`src/hdl/sic_pkg.sv`:
```
`timescale 1ns / 1ps
// ----------------------------------------------------------------------------
// sic_pkg
// Shared widths, types and helpers of the segment intersection classifier.
// ----------------------------------------------------------------------------
package sic_pkg;

    // coordinate and datapath widths
    localparam int CW     = 16;          // Q12.4 coordinate
    localparam int DIFF_W = CW + 1;      // coordinate difference
    localparam int PROD_W = 2 * DIFF_W;  // difference product
    localparam int XW     = PROD_W + 1;  // cross product
    localparam int PAW    = XW + DIFF_W; // numerator times difference
    localparam int RF     = 16;          // ratio fraction bits
    localparam int QW     = RF + 2;      // quotient bits, one per cell
    localparam int NW     = PAW + 1;     // rounded dividend
    localparam int DW     = XW + 1;      // doubled divisor
    localparam int VW     = QW + 3;      // signed ratio / point sum
    localparam int NCELL  = QW;
    localparam int NLANE  = 4;
    localparam int CTW    = 20;          // cross tolerance width
    localparam int TW     = 16;          // ratio tolerance and margin width

    // lanes of the divider
    localparam int LANE_T  = 0;
    localparam int LANE_U  = 1;
    localparam int LANE_PX = 2;
    localparam int LANE_PY = 3;

    localparam logic signed [VW-1:0] RATIO_ONE = VW'(1 << RF);
    localparam logic signed [VW-1:0] COORD_MAX = VW'((1 << (CW - 1)) - 1);
    localparam logic signed [VW-1:0] COORD_MIN = -COORD_MAX - VW'(1);

    typedef enum logic [1:0] {
        KIND_NONE    = 2'd0,
        KIND_OVERLAP = 2'd1,
        KIND_CROSS   = 2'd2,
        KIND_VERTEX  = 2'd3
    } kind_t;

    typedef enum logic [1:0] {
        CFG_CROSS_TOL   = 2'd0,
        CFG_RATIO_TOL   = 2'd1,
        CFG_EDGE_MARGIN = 2'd2
    } cfg_idx_t;

    // one lane of the long division
    typedef struct packed {
        logic          ovf;
        logic [QW-1:0] q;
        logic [DW-1:0] r;
        logic [QW-1:0] nlo;
    } lane_t;

    // data that rides along the divider chain
    typedef struct packed {
        logic                 parallel;
        logic                 overlap;
        logic [NLANE-1:0]     neg;
        logic signed [CW-1:0] ax0;
        logic signed [CW-1:0] ay0;
    } side_t;

    typedef struct packed {
        logic [DW-1:0]           d;
        side_t                   side;
        lane_t [NLANE-1:0]       lane;
    } div_item_t;

    typedef struct packed {
        logic [1:0]           kind;
        logic                 at_a_begin;
        logic                 at_a_end;
        logic                 at_b_begin;
        logic                 at_b_end;
        logic                 point_valid;
        logic signed [CW-1:0] point_x;
        logic signed [CW-1:0] point_y;
    } result_t;

    function automatic logic [XW-1:0] mag_x(input logic signed [XW-1:0] v);
        return v[XW-1] ? XW'(-v) : XW'(v);
    endfunction

    function automatic logic [PAW-1:0] mag_p(input logic signed [PAW-1:0] v);
        return v[PAW-1] ? PAW'(-v) : PAW'(v);
    endfunction

    function automatic logic extents_overlap(input logic signed [CW-1:0] a0,
                                             input logic signed [CW-1:0] a1,
                                             input logic signed [CW-1:0] b0,
                                             input logic signed [CW-1:0] b1);
        logic signed [CW-1:0] alo, ahi, blo, bhi;
        alo = (a0 < a1) ? a0 : a1;
        ahi = (a0 < a1) ? a1 : a0;
        blo = (b0 < b1) ? b0 : b1;
        bhi = (b0 < b1) ? b1 : b0;
        return !((alo > bhi) || (ahi < blo));
    endfunction

    // first step of a lane: overflow check and top remainder
    function automatic lane_t make_lane(input logic [NW-1:0] n, input logic [DW-1:0] d);
        lane_t l;
        l.ovf = ({1'b0, n[NW-1:QW]} >= d);
        l.q   = '0;
        l.r   = {1'b0, n[NW-1:QW]};
        l.nlo = n[QW-1:0];
        return l;
    endfunction

    // signed quotient, clamped when it overflowed
    function automatic logic signed [VW-1:0] lane_val(input lane_t l, input logic neg);
        logic [VW-1:0] qe;
        qe = l.ovf ? {3'b000, {QW{1'b1}}} : {3'b000, l.q};
        return neg ? $signed(-qe) : $signed(qe);
    endfunction

endpackage

```
`src/hdl/sic_finish.sv`:
```
`timescale 1ns / 1ps
// ----------------------------------------------------------------------------
// sic_finish
// Range tests, vertex flags and point saturation from the quotients.
// ----------------------------------------------------------------------------
module sic_finish
    import sic_pkg::*;
(
    input  div_item_t     item,
    input  logic [TW-1:0] ratio_tol,
    input  logic [TW-1:0] edge_margin,
    output result_t       res
);

    logic signed [VW-1:0] t, u, qx, qy, sx, sy, m, rt;
    logic                 on_seg;
    logic [1:0]           ft, fu;

    function automatic logic signed [VW-1:0] mag_v(input logic signed [VW-1:0] v);
        return v[VW-1] ? -v : v;
    endfunction

    // {at end, at begin} of one segment
    function automatic logic [1:0] vflags(input logic signed [VW-1:0] r,
                                          input logic signed [VW-1:0] tol);
        logic [1:0] f;
        f = 2'b00;
        if (mag_v(r) < tol)
            f = 2'b01;
        else if (mag_v(r - RATIO_ONE) < tol)
            f = 2'b10;
        return f;
    endfunction

    always_comb
    begin
        t  = lane_val(item.lane[LANE_T], item.side.neg[LANE_T]);
        u  = lane_val(item.lane[LANE_U], item.side.neg[LANE_U]);
        qx = lane_val(item.lane[LANE_PX], item.side.neg[LANE_PX]);
        qy = lane_val(item.lane[LANE_PY], item.side.neg[LANE_PY]);
        m  = $signed(VW'(edge_margin));
        rt = $signed(VW'(ratio_tol));
        sx = VW'(item.side.ax0) + qx;
        sy = VW'(item.side.ay0) + qy;

        on_seg = (t > -m) && (t < RATIO_ONE + m) && (u > -m) && (u < RATIO_ONE + m);
        ft = vflags(t, rt);
        fu = vflags(u, rt);

        res = '0;
        if (item.side.parallel)
        begin
            res.kind = item.side.overlap ? KIND_OVERLAP : KIND_NONE;
        end
        else
        begin
            res.point_valid = 1'b1;
            // saturate the point to the coordinate range
            if (sx > COORD_MAX)
                res.point_x = CW'(COORD_MAX);
            else if (sx < COORD_MIN)
                res.point_x = CW'(COORD_MIN);
            else
                res.point_x = sx[CW-1:0];
            if (sy > COORD_MAX)
                res.point_y = CW'(COORD_MAX);
            else if (sy < COORD_MIN)
                res.point_y = CW'(COORD_MIN);
            else
                res.point_y = sy[CW-1:0];
            if (on_seg)
            begin
                res.at_a_begin = ft[0];
                res.at_a_end   = ft[1];
                res.at_b_begin = fu[0];
                res.at_b_end   = fu[1];
                res.kind = ((ft | fu) != 2'b00) ? KIND_VERTEX : KIND_CROSS;
            end
        end
    end

endmodule

```
`config.mk`:
```
export PLATFORM = sky130hd
export DESIGN_NAME = sic_finish
export DESIGN_NICKNAME = d
export VERILOG_FILES = /design/src/hdl/sic_pkg.sv /design/src/hdl/sic_finish.sv
export SDC_FILE = /design/constraint.sdc
export NUM_CORES = 1
export LEC_CHECK = 0
export ABC_AREA = 1
export BUFFER_PORTS_ARGS = -buffer_cell sky130_fd_sc_hd__buf_2
export CAP_MARGIN = 10
export CORE_AREA = 2 2 171 173
export DETAILED_ROUTE_END_ITERATION = 16
export DIE_AREA = 0 0 173 175
export PLACE_DENSITY = 0.64
export SKIP_LAST_GASP = 1
export SLEW_MARGIN = 20
export SYNTH_ARGS = -nofsm -noshare
export SYNTH_HDL_FRONTEND = slang
export SYNTH_SLANG_ARGS = --single-unit
```
`constraint.sdc`:
```
create_clock -name vclk -period 5.7
set_clock_uncertainty 0.1 [all_clocks]
set_input_delay 1.14 -clock vclk [all_inputs]
set_output_delay 1.14 -clock vclk [all_outputs]
set_load 0.01 [all_outputs]
```
==> flow_summary.ini <==
[finish]
nets = 2838
seq_cells = 0
area.growth.synth_to_final_pct = 54.6
drive_above_1_share_pct = 39.8
nClkBuffers = 0
nFillCells = 2782
regArea_sq_um = 0
fin_area_sq_um = 15700

[routing]
drt_first_pass_iters = 5
routedWlPerCell_um = 13.4
vias = 13000
antenna_left = 0
avgViaCountPerCell = 4.92
routed_wl_um = 35300
drc = 0
initialDrtViolationCount = 627

[outcome]
status = finished, violations left
violations = negative setup slack

[cts]
ctsHoldBuffers = 0

[global_routing]
grt_pass1_wl_um = 55800
grt.total_usage_pct = 21.7
grt_max_degree = 23
grt_pass1_vias = 12300
antenna_found_initial = 12
grt_remaining_overflow = 0

[floorplanning]
io_pins = 437
fp.dieH_um = 175
rows = 62
die_w_um = 173
dieArea_sq_um = 30300
design.core.area_sq_um = 28400
initial_core_util_pct = 35.8

[synth]
syn_avg_cell_area_sq_um = 5.82
netlist_instances = 1749
synth_top_area_share_pct = 22.5
netlist_area_sq_um = 10200
yosysWarningCount = 0
synth_seq_area_share_pct = 0
yosys.area.top_type = ha_1
ys_types = 52
synth.net_count = 2332
synth.top_cells.by_area = ha_1, nand2_1, inv_1

[setup_path]
critPathKind = primary input to output pin
crit_path_max_incr_delay_ps = 380
critPathSlowestCell = ha_2
start_kind = primary input
critPathMaxFanout = 8
end_kind = output pin
cp.required_ps = 4460
cp.arrival_ps = 4790

[place]
place_ws_ps = -582
dpl-instance-area_sq_um = 13900
place_congestion = 0.965
portBuffers = 185
dp_hpwl_um = 29400

[power_and_ir_drop]
p_leak_nw = 8.36
ir_drop_v = 0.0000831
powerDensity_nw_per_um2 = 116

[timing]
setup_viol = 33
slew_viol_final = 0
setup_slack_ps = -332
setup_tns_ps = -9170
whs_ps = 2650
fmax_mhz = 166
grt_setup_unrepaired = true
min_period_over_period_pct = 106
slew_headroom_pct = 58.3
tightest_slew_ps = 625
period_needed_ps = 6030
hold_viol_final = 0

[min_path]
holdPathStages = 5
min_path_type = primary input to output pin
holdPathEnd = res[0]
min_from = item[292]

[job]
cap_violations = 0
[cell usage in the layout (no fill, tap or decap), types with 36 or more instances in the layout]
cell type	synthesis	final
a21oi_2	1	36
a21oi_1	123	84
nor2_1	144	114
nand2_2	32	57
nand3_1	102	84
ha_1	183	166
nor2_4	18	41
nand2_1	425	378
buf_2	9	170
o21ai_0	114	74
buf_4	1	330
xor2_1	81	72
inv_1	244	225
[worst max-delay path by stage]
stage / start / end / slack [ps]
global route: item[218] / res[16] / -690
floorplan: item[72] / res[37] / -90
finish: item[218] / res[20] / -330
detailed placement: item[291] / res[10] / -580
CTS: item[218] / res[22] / -400
global placement: item[291] / res[1] / -580
[metrics by stage]
stage	util, %	instances	power, mW
after detailed placement	48.8	2584	1.53
after CTS	51.6	2606	1.68
after global routing	55.3	2638	2.03
final	55.4	2645	1.83
after floorplan	-	1749	0.952
after global placement	48.8	2584	1.50
[layer usage]
layer	share of wire [%]	GRT usage (%)	vias to the layer above
li1	-	-	6797
met1	44	27.1	5839
met2	48	39.8	320
met3	6.5	3.96	43
met4	1.3	2.58	8
met5	0.14	0	-
[Yosys cell counts (all sizes together)]
| master | number |
|---|---|
| nand2 | 462 |
| inv | 256 |
| nor2 | 188 |
| ha | 183 |
| o21ai | 134 |
| a21oi | 124 |
| nand3 | 112 |
| xor2 | 83 |
| nor3 | 38 |
| nand4 | 29 |
| xnor2 | 20 |
| buf | 19 |
| clkbuf | 19 |
| o211ai | 13 |
| nand3b | 9 |
| o22ai | 9 |
| a21o | 8 |
| or2 | 7 |
| o21a | 6 |
| o21bai | 6 |
| a31oi | 5 |
| nor4 | 4 |
| a211oi | 3 |
| a21boi | 3 |
| fa | 2 |
| o2111ai | 2 |
| o221ai | 2 |
| and2 | 1 |
| nor4b | 1 |
| o31ai | 1 |
[area by class of cell]
class,count,area [sq um],share of cell area [%]
repair inverters,1,5.00,0.0318
multi-input cells,1455,10300,65.6
diodes,8,20.0,0.127
inverters,256,992,6.31
well taps,384,480,3.05
repair buffers,541,3920,24.9
[worst max-delay path: cells and delay by family]
| family | cells | cell delay, ps |
|---|---|---|
| xor+xnor | 2 | 360 |
| simple gates | 8 | 1070 |
| compound gates | 5 | 730 |
| fa+ha+maj | 2 | 530 |
| buf+inv | 8 | 960 |
[power by group]
part / switching (mW) / internal [mW] / leakage [nW]
logic: 0.995 / 0.834 / 8.36
registers: 0 / 0 / 0
clock network: 0 / 0.000000188 / 0.0000507
[logic make-up after synthesis]
kind of cell / share of synthesized area, %
fa+ha+maj: 22.9
compound gates: 17.7
simple gates: 38.7
buf+inv: 11.6
xor+xnor: 9.12
[what timing repair did]
item,CTS,global route
gates cloned,2,1
resized for setup,143,208
pin swaps,76,122
buffers inserted,21,31
setup endpoints to repair,38,38
Power figures use the tool's default switching activity.
