[config.mk]
export PLATFORM = sky130hd
export DESIGN_NAME = sic_div_cell
export DESIGN_NICKNAME = d
export VERILOG_FILES = /design/src/hdl/sic_pkg.sv /design/src/hdl/sic_div_cell.sv
export SDC_FILE = /design/constraint.sdc
export NUM_CORES = 1
export LEC_CHECK = 0
export ABC_AREA = 0
export ABC_CLOCK_PERIOD_IN_PS = 800
export BUFFER_PORTS_ARGS = -buffer_cell sky130_fd_sc_hd__buf_2
export CAP_MARGIN = 5
export CORE_AREA = 2 2 286 288
export DETAILED_ROUTE_END_ITERATION = 7
export DIE_AREA = 0 0 288 290
export PLACE_DENSITY = 0.59
export RECOVER_POWER = 25
export SLEW_MARGIN = 10
export SYNTH_ARGS = -nofsm -noshare
export SYNTH_HDL_FRONTEND = slang
export SYNTH_SLANG_ARGS = --single-unit
[constraint.sdc]
create_clock -name clk -period 0.8 [get_ports clk]
set_input_delay 0.24 -clock clk [delete_from_list [all_inputs] [get_ports clk]]
set_output_delay 0.24 -clock clk [all_outputs]
set_load 0.01 [all_outputs]
[src/hdl/sic_pkg.sv]
`timescale 1ns / 1ps
// ----------------------------------------------------------------------------
// sic_pkg
// Shared widths, types and helpers of the segment intersection classifier.
// ----------------------------------------------------------------------------
package sic_pkg;

    // coordinate and datapath widths
    localparam int CW     = 16;          // Q12.4 coordinate
    localparam int DIFF_W = CW + 1;      // coordinate difference
    localparam int PROD_W = 2 * DIFF_W;  // difference product
    localparam int XW     = PROD_W + 1;  // cross product
    localparam int PAW    = XW + DIFF_W; // numerator times difference
    localparam int RF     = 16;          // ratio fraction bits
    localparam int QW     = RF + 2;      // quotient bits, one per cell
    localparam int NW     = PAW + 1;     // rounded dividend
    localparam int DW     = XW + 1;      // doubled divisor
    localparam int VW     = QW + 3;      // signed ratio / point sum
    localparam int NCELL  = QW;
    localparam int NLANE  = 4;
    localparam int CTW    = 20;          // cross tolerance width
    localparam int TW     = 16;          // ratio tolerance and margin width

    // lanes of the divider
    localparam int LANE_T  = 0;
    localparam int LANE_U  = 1;
    localparam int LANE_PX = 2;
    localparam int LANE_PY = 3;

    localparam logic signed [VW-1:0] RATIO_ONE = VW'(1 << RF);
    localparam logic signed [VW-1:0] COORD_MAX = VW'((1 << (CW - 1)) - 1);
    localparam logic signed [VW-1:0] COORD_MIN = -COORD_MAX - VW'(1);

    typedef enum logic [1:0] {
        KIND_NONE    = 2'd0,
        KIND_OVERLAP = 2'd1,
        KIND_CROSS   = 2'd2,
        KIND_VERTEX  = 2'd3
    } kind_t;

    typedef enum logic [1:0] {
        CFG_CROSS_TOL   = 2'd0,
        CFG_RATIO_TOL   = 2'd1,
        CFG_EDGE_MARGIN = 2'd2
    } cfg_idx_t;

    // one lane of the long division
    typedef struct packed {
        logic          ovf;
        logic [QW-1:0] q;
        logic [DW-1:0] r;
        logic [QW-1:0] nlo;
    } lane_t;

    // data that rides along the divider chain
    typedef struct packed {
        logic                 parallel;
        logic                 overlap;
        logic [NLANE-1:0]     neg;
        logic signed [CW-1:0] ax0;
        logic signed [CW-1:0] ay0;
    } side_t;

    typedef struct packed {
        logic [DW-1:0]           d;
        side_t                   side;
        lane_t [NLANE-1:0]       lane;
    } div_item_t;

    typedef struct packed {
        logic [1:0]           kind;
        logic                 at_a_begin;
        logic                 at_a_end;
        logic                 at_b_begin;
        logic                 at_b_end;
        logic                 point_valid;
        logic signed [CW-1:0] point_x;
        logic signed [CW-1:0] point_y;
    } result_t;

    function automatic logic [XW-1:0] mag_x(input logic signed [XW-1:0] v);
        return v[XW-1] ? XW'(-v) : XW'(v);
    endfunction

    function automatic logic [PAW-1:0] mag_p(input logic signed [PAW-1:0] v);
        return v[PAW-1] ? PAW'(-v) : PAW'(v);
    endfunction

    function automatic logic extents_overlap(input logic signed [CW-1:0] a0,
                                             input logic signed [CW-1:0] a1,
                                             input logic signed [CW-1:0] b0,
                                             input logic signed [CW-1:0] b1);
        logic signed [CW-1:0] alo, ahi, blo, bhi;
        alo = (a0 < a1) ? a0 : a1;
        ahi = (a0 < a1) ? a1 : a0;
        blo = (b0 < b1) ? b0 : b1;
        bhi = (b0 < b1) ? b1 : b0;
        return !((alo > bhi) || (ahi < blo));
    endfunction

    // first step of a lane: overflow check and top remainder
    function automatic lane_t make_lane(input logic [NW-1:0] n, input logic [DW-1:0] d);
        lane_t l;
        l.ovf = ({1'b0, n[NW-1:QW]} >= d);
        l.q   = '0;
        l.r   = {1'b0, n[NW-1:QW]};
        l.nlo = n[QW-1:0];
        return l;
    endfunction

    // signed quotient, clamped when it overflowed
    function automatic logic signed [VW-1:0] lane_val(input lane_t l, input logic neg);
        logic [VW-1:0] qe;
        qe = l.ovf ? {3'b000, {QW{1'b1}}} : {3'b000, l.q};
        return neg ? $signed(-qe) : $signed(qe);
    endfunction

endpackage

[src/hdl/sic_div_cell.sv]
`timescale 1ns / 1ps
// ----------------------------------------------------------------------------
// sic_div_cell
// One restoring division step for all four lanes, registered.
// ----------------------------------------------------------------------------
module sic_div_cell
    import sic_pkg::*;
(
    input  logic      clk,
    input  logic      rst_n,
    input  logic      en,
    input  logic      in_vld,
    input  div_item_t in_item,
    output logic      out_vld,
    output div_item_t out_item
);

    logic      vld_reg;
    div_item_t item_reg;
    div_item_t item_next;

    // shift in the next dividend bit, subtract when it fits
    always_comb
    begin
        logic [DW:0] rs;
        logic [DW:0] diff;
        logic        ge;
        item_next = in_item;
        for (int i = 0; i < NLANE; i++)
        begin
            rs   = {in_item.lane[i].r, in_item.lane[i].nlo[QW-1]};
            diff = rs - {1'b0, in_item.d};
            ge   = (rs >= {1'b0, in_item.d});
            item_next.lane[i].r   = ge ? diff[DW-1:0] : rs[DW-1:0];
            item_next.lane[i].q   = {in_item.lane[i].q[QW-2:0], ge};
            item_next.lane[i].nlo = {in_item.lane[i].nlo[QW-2:0], 1'b0};
        end
    end

    always_ff @(posedge clk or negedge rst_n)
    begin
        if (!rst_n)
            vld_reg <= 1'b0;
        else if (en)
            vld_reg <= in_vld;
    end

    always_ff @(posedge clk)
    begin
        if (en)
            item_reg <= item_next;
    end

    assign out_vld  = vld_reg;
    assign out_item = item_reg;

endmodule

==> run_summary.xml <==
<?xml version="1.0" encoding="UTF-8"?>
<metrics>
  <group name="run_status">
    <metric name="outcome" unit="">finished, violations left</metric>
    <metric name="failed_checks" unit="">hold timing, setup timing</metric>
  </group>
  <group name="timing">
    <metric name="final-hold-violation-count" unit="">6</metric>
    <metric name="fin_worst_hold_slack" unit="ps">-7.997</metric>
    <metric name="timing.final.max_slew_violations" unit="">0</metric>
    <metric name="clock-skew-final" unit="ps">0</metric>
    <metric name="tns" unit="ps">-486060</metric>
    <metric name="postLayoutSetupSlackWorst" unit="ps">-1852</metric>
    <metric name="finalCritPeriodShare" unit="%">331.5</metric>
    <metric name="setup_repair_after_global_routing_missed_its_margin" unit="">true</metric>
    <metric name="maxClockFrequency" unit="MHz">377.0</metric>
    <metric name="final-setup-viol-count" unit="">768</metric>
    <metric name="final.min_clock_period" unit="ps">2652</metric>
  </group>
  <group name="yosys">
    <metric name="postSynthCellCount" unit="">1788</metric>
    <metric name="synth_edf_count" unit="">362</metric>
    <metric name="synth_seq_area_share" unit="%">53.60</metric>
    <metric name="synth.cell_area" unit="um^2">20330</metric>
    <metric name="ys_top_cells_by_area" unit="">edfxtp_1 (53%), ha_1 (8.9%), a21oi_1 (6.0%)</metric>
    <metric name="post_synth_num_cell_types" unit="">76</metric>
    <metric name="ys_warn_count" unit="">0</metric>
    <metric name="synth-async-reset-ratio" unit="%">0.2755</metric>
    <metric name="synth_area_per_cell" unit="um^2">11.37</metric>
    <metric name="synth_top_area_share" unit="%">53.48</metric>
    <metric name="dominantRegCellSynth" unit="">edfxtp_1</metric>
    <metric name="number_of_synthesized_register_bits" unit="">363</metric>
    <metric name="synth_largest_area_cell" unit="">edfxtp_1</metric>
  </group>
  <group name="placed_design">
    <metric name="place.gp.congestion" unit="">0.9114</metric>
    <metric name="place.detailed.hpwl" unit="mm">81.68</metric>
    <metric name="portBuffers" unit="">728</metric>
    <metric name="post-place-ws" unit="ps">-2774</metric>
    <metric name="place_inst" unit="">4134</metric>
  </group>
  <group name="power">
    <metric name="power_dissipated_by_switching_net_loads" unit="W">0.02066</metric>
    <metric name="p_clk_share" unit="%">29.1</metric>
    <metric name="max-vdd-ir-drop" unit="mV">1.438</metric>
    <metric name="power.density_cell_area" unit="nW/um^2">1784</metric>
    <metric name="power.share.switching" unit="%">30.86</metric>
    <metric name="cell_internal_pwr" unit="W">0.04629</metric>
    <metric name="power.leakage" unit="nW">16.77</metric>
    <metric name="seq_power_share" unit="%">36.4</metric>
    <metric name="power.share.combinational" unit="%">34.5</metric>
  </group>
  <group name="global_route">
    <metric name="grt_pass1_wl" unit="mm">146.8</metric>
    <metric name="grt_util_all_layers" unit="%">24.12</metric>
    <metric name="overflow" unit="">0</metric>
    <metric name="first_global_vias" unit="">21870</metric>
    <metric name="number_of_antenna_violations_at_the_first_check_in_global_routing" unit="">23</metric>
    <metric name="grt_max_degree" unit="">26</metric>
  </group>
  <group name="clock_tree">
    <metric name="cts.sinks" unit="">363</metric>
    <metric name="cts_tree" unit="">yes</metric>
    <metric name="cts_max_level" unit="">2</metric>
    <metric name="cts_root_buffer" unit="">clkbuf_16</metric>
    <metric name="numCtsBuffers" unit="">44</metric>
    <metric name="clk_path_buf_depth" unit="">3</metric>
    <metric name="clock_transition_at_the_registers_of_the_reported_paths" unit="ps">60</metric>
    <metric name="worst_skew_pair.late_latency" unit="ps">580</metric>
  </group>
  <group name="die">
    <metric name="dieWidth" unit="um">288</metric>
    <metric name="die-height" unit="um">290</metric>
    <metric name="starting_density_of_the_core" unit="%">25.36</metric>
    <metric name="die_area" unit="um^2">83520</metric>
    <metric name="num_io_pins" unit="">737</metric>
    <metric name="core-area" unit="um^2">80160</metric>
    <metric name="floorplan.rows" unit="">104</metric>
  </group>
  <group name="critical_path">
    <metric name="worst-setup-path-type" unit="">in -&gt; reg</metric>
    <metric name="critical_path.startpoint_type" unit="">primary input</metric>
    <metric name="required" unit="ps">1140</metric>
    <metric name="worstPathMaxFanout" unit="">8</metric>
    <metric name="ff2ff_setup_slack" unit="ps">50</metric>
    <metric name="cp.arrival" unit="ps">2990</metric>
    <metric name="critical_path.endpoint_type" unit="">register</metric>
  </group>
  <group name="route">
    <metric name="ant_nets" unit="">0</metric>
    <metric name="routed_vias" unit="">21380</metric>
    <metric name="routed_wire_length_per_instance" unit="um">23.09</metric>
    <metric name="via_per_inst" unit="">4.699</metric>
    <metric name="postRouteWirelength" unit="mm">105.1</metric>
    <metric name="drcViolationCount" unit="">0</metric>
    <metric name="drtPass1Iterations" unit="">5</metric>
    <metric name="detailedRoute.firstIterationViolations" unit="">985</metric>
  </group>
  <group name="final_layout">
    <metric name="num-nets-final" unit="">3967</metric>
    <metric name="stdcell_count" unit="">4550</metric>
    <metric name="areaGrowthSynthToFinish" unit="%">84.65</metric>
    <metric name="ratio_of_cells_with_drive_above_1_in_the_final_layout" unit="%">51.67</metric>
  </group>
  <group name="job">
    <metric name="max_cap_violations" unit="">0</metric>
  </group>
  <group name="worst_hold_path">
    <metric name="hold_class" unit="">in -&gt; reg</metric>
  </group>
</metrics>
[state kept, by name, summed over array words and instances (netlist names)]
signal,count
out_vld,1
out_item,362
[cells in the final DEF, fill, tap and decap left out, types with 10 or more instances in the layout]
cell,Yosys,layout
buf_2,11,626
buf_4,13,601
edfxtp_1,362,362
dlygate4sd3_1,0,239
a21oi_1,243,180
nor2_1,174,138
buf_6,2,119
ha_1,144,105
nand2_1,91,85
a21o_1,73,73
xnor2_1,69,69
a21oi_2,1,61
inv_1,79,59
buf_12,0,59
xor2_1,54,54
o21ai_0,72,53
clkbuf_16,0,44
ha_4,0,37
nand4_1,33,33
mux2_4,0,31
o21bai_1,26,24
nor2_4,0,20
nand3_1,22,19
and3_1,21,18
buf_8,0,18
clkinvlp_4,0,17
nor2_2,0,16
a31oi_1,19,13
o21ai_1,0,12
nand2b_1,12,12
o21a_1,12,12
mux2_2,30,11
diode_2,0,10
nor3_1,11,10
nor2b_1,14,10
[what timing repair did]
item / in CTS / in global routing
pin swaps: 69 / 34
setup endpoints to repair: 511 / 511
gates cloned: 14 / 0
endpoints found under the hold margin: 253 / 13
gates resized for setup: 294 / 295
hold buffers: 238 / 1
setup buffers: 73 / 12
[critical path, stage by stage]
cell,delay (ps)
buf_8,80
clkinvlp_4,110
buf_12,160
ha_4,280
nand2_4,40
or4_4,540
a311o_1,310
nand4_1,120
nand2_2,80
o21ai_2,150
a21oi_2,100
o31ai_4,270
buf_12,190
mux2_4,310
[path summary, 6_finish.rpt]
kind / startpoint / endpoint / cells past startpoint
setup / recovery: in_item[336] / out_item[174] / 14
hold / removal: in_item[271] / out_item[272] / 2
setup reg to reg: out_vld / out_vld / 1
hold reg to reg: out_vld / out_vld / 1
max in group asynchronous: rst_n / out_vld / 3
min in group asynchronous: rst_n / out_vld / 3
[through the flow]
stage	utilization, %	hold slack, ps	power (W)	instance area (um^2)
after floorplan	-	-55.59	0.03283	20730
after global placement	38.09	19.13	0.04334	30530
after detailed placement	38.09	19.44	0.04337	30530
after CTS	45.79	-45.00	0.06634	36700
after global routing	46.81	-27.21	0.06975	37520
final	46.83	-7.997	0.06695	37530
[Yosys cell counts, types with 5 or more instances]
cell type and n:
a31oi_1 19, xor2_1 54, nor4_1 5, clkbuf_1 43
a21oi_1 243, nor3_1 11, o211ai_1 8, o21bai_1 26
o221ai_1 5, mux2_2 30, nand2b_1 12, a211oi_1 12
and2_1 8, o21a_1 12, nand4_1 33, nor2b_1 14
buf_2 11, a311o_1 5, o21ai_0 72, nor2_1 174
nand2_1 91, o31ai_1 5, mux2_1 12, buf_4 13
a21boi_0 6, a221oi_1 6, nand3_1 22, a21o_1 73
a41oi_1 6, xnor2_1 69, edfxtp_1 362, inv_1 79
and4_1 5, a31o_2 6, ha_1 144, and3_1 21
[power groups by stage]
stage                     clock network (W)  logic, W  registers, W
after CTS                            0.0199    0.0222        0.0243
final                                0.0195    0.0231        0.0244
after global routing                 0.0206    0.0246        0.0246
after detailed placement                  0    0.0188        0.0246
after floorplan                           0   0.00713        0.0257
after global placement                    0    0.0187        0.0246
[metal layers]
| metal | share of wire, % | vias up | GRT usage, % |
|---|---|---|---|
| met2 | 50 | 773 | 42.00 |
| met5 | 0.12 | - | 0 |
| met4 | 4.7 | 18 | 11.41 |
| met1 | 38 | 10330 | 27.57 |
| li1 | - | 10090 | - |
| met3 | 7.4 | 168 | 5.865 |
[cell type report]
type / count / area, um^2
Inverter: 79 / 365.4
Tap cell: 1060 / 1326
Clock buffer: 52 / 1131
Fill cell: 7258 / 42620
Sequential cell: 363 / 10900
Antenna cell: 10 / 25.02
Multi-Input combinational cell: 1279 / 10360
Timing Repair Buffer: 1682 / 13200
Clock inverter: 25 / 226.5
[cells by family after synthesis]
| kind of cell | count (synthesis) | share of synthesized area [%] |
|---|---|---|
| compound gates | 543 | 16.67 |
| fa+ha+maj | 148 | 9.258 |
| other cells | 1 | 0.01845 |
| xor+xnor | 123 | 5.300 |
| simple gates | 417 | 9.596 |
| flops | 363 | 53.60 |
| mux | 44 | 2.425 |
| buf+inv | 149 | 3.133 |
(Power assumes the default switching activity.)
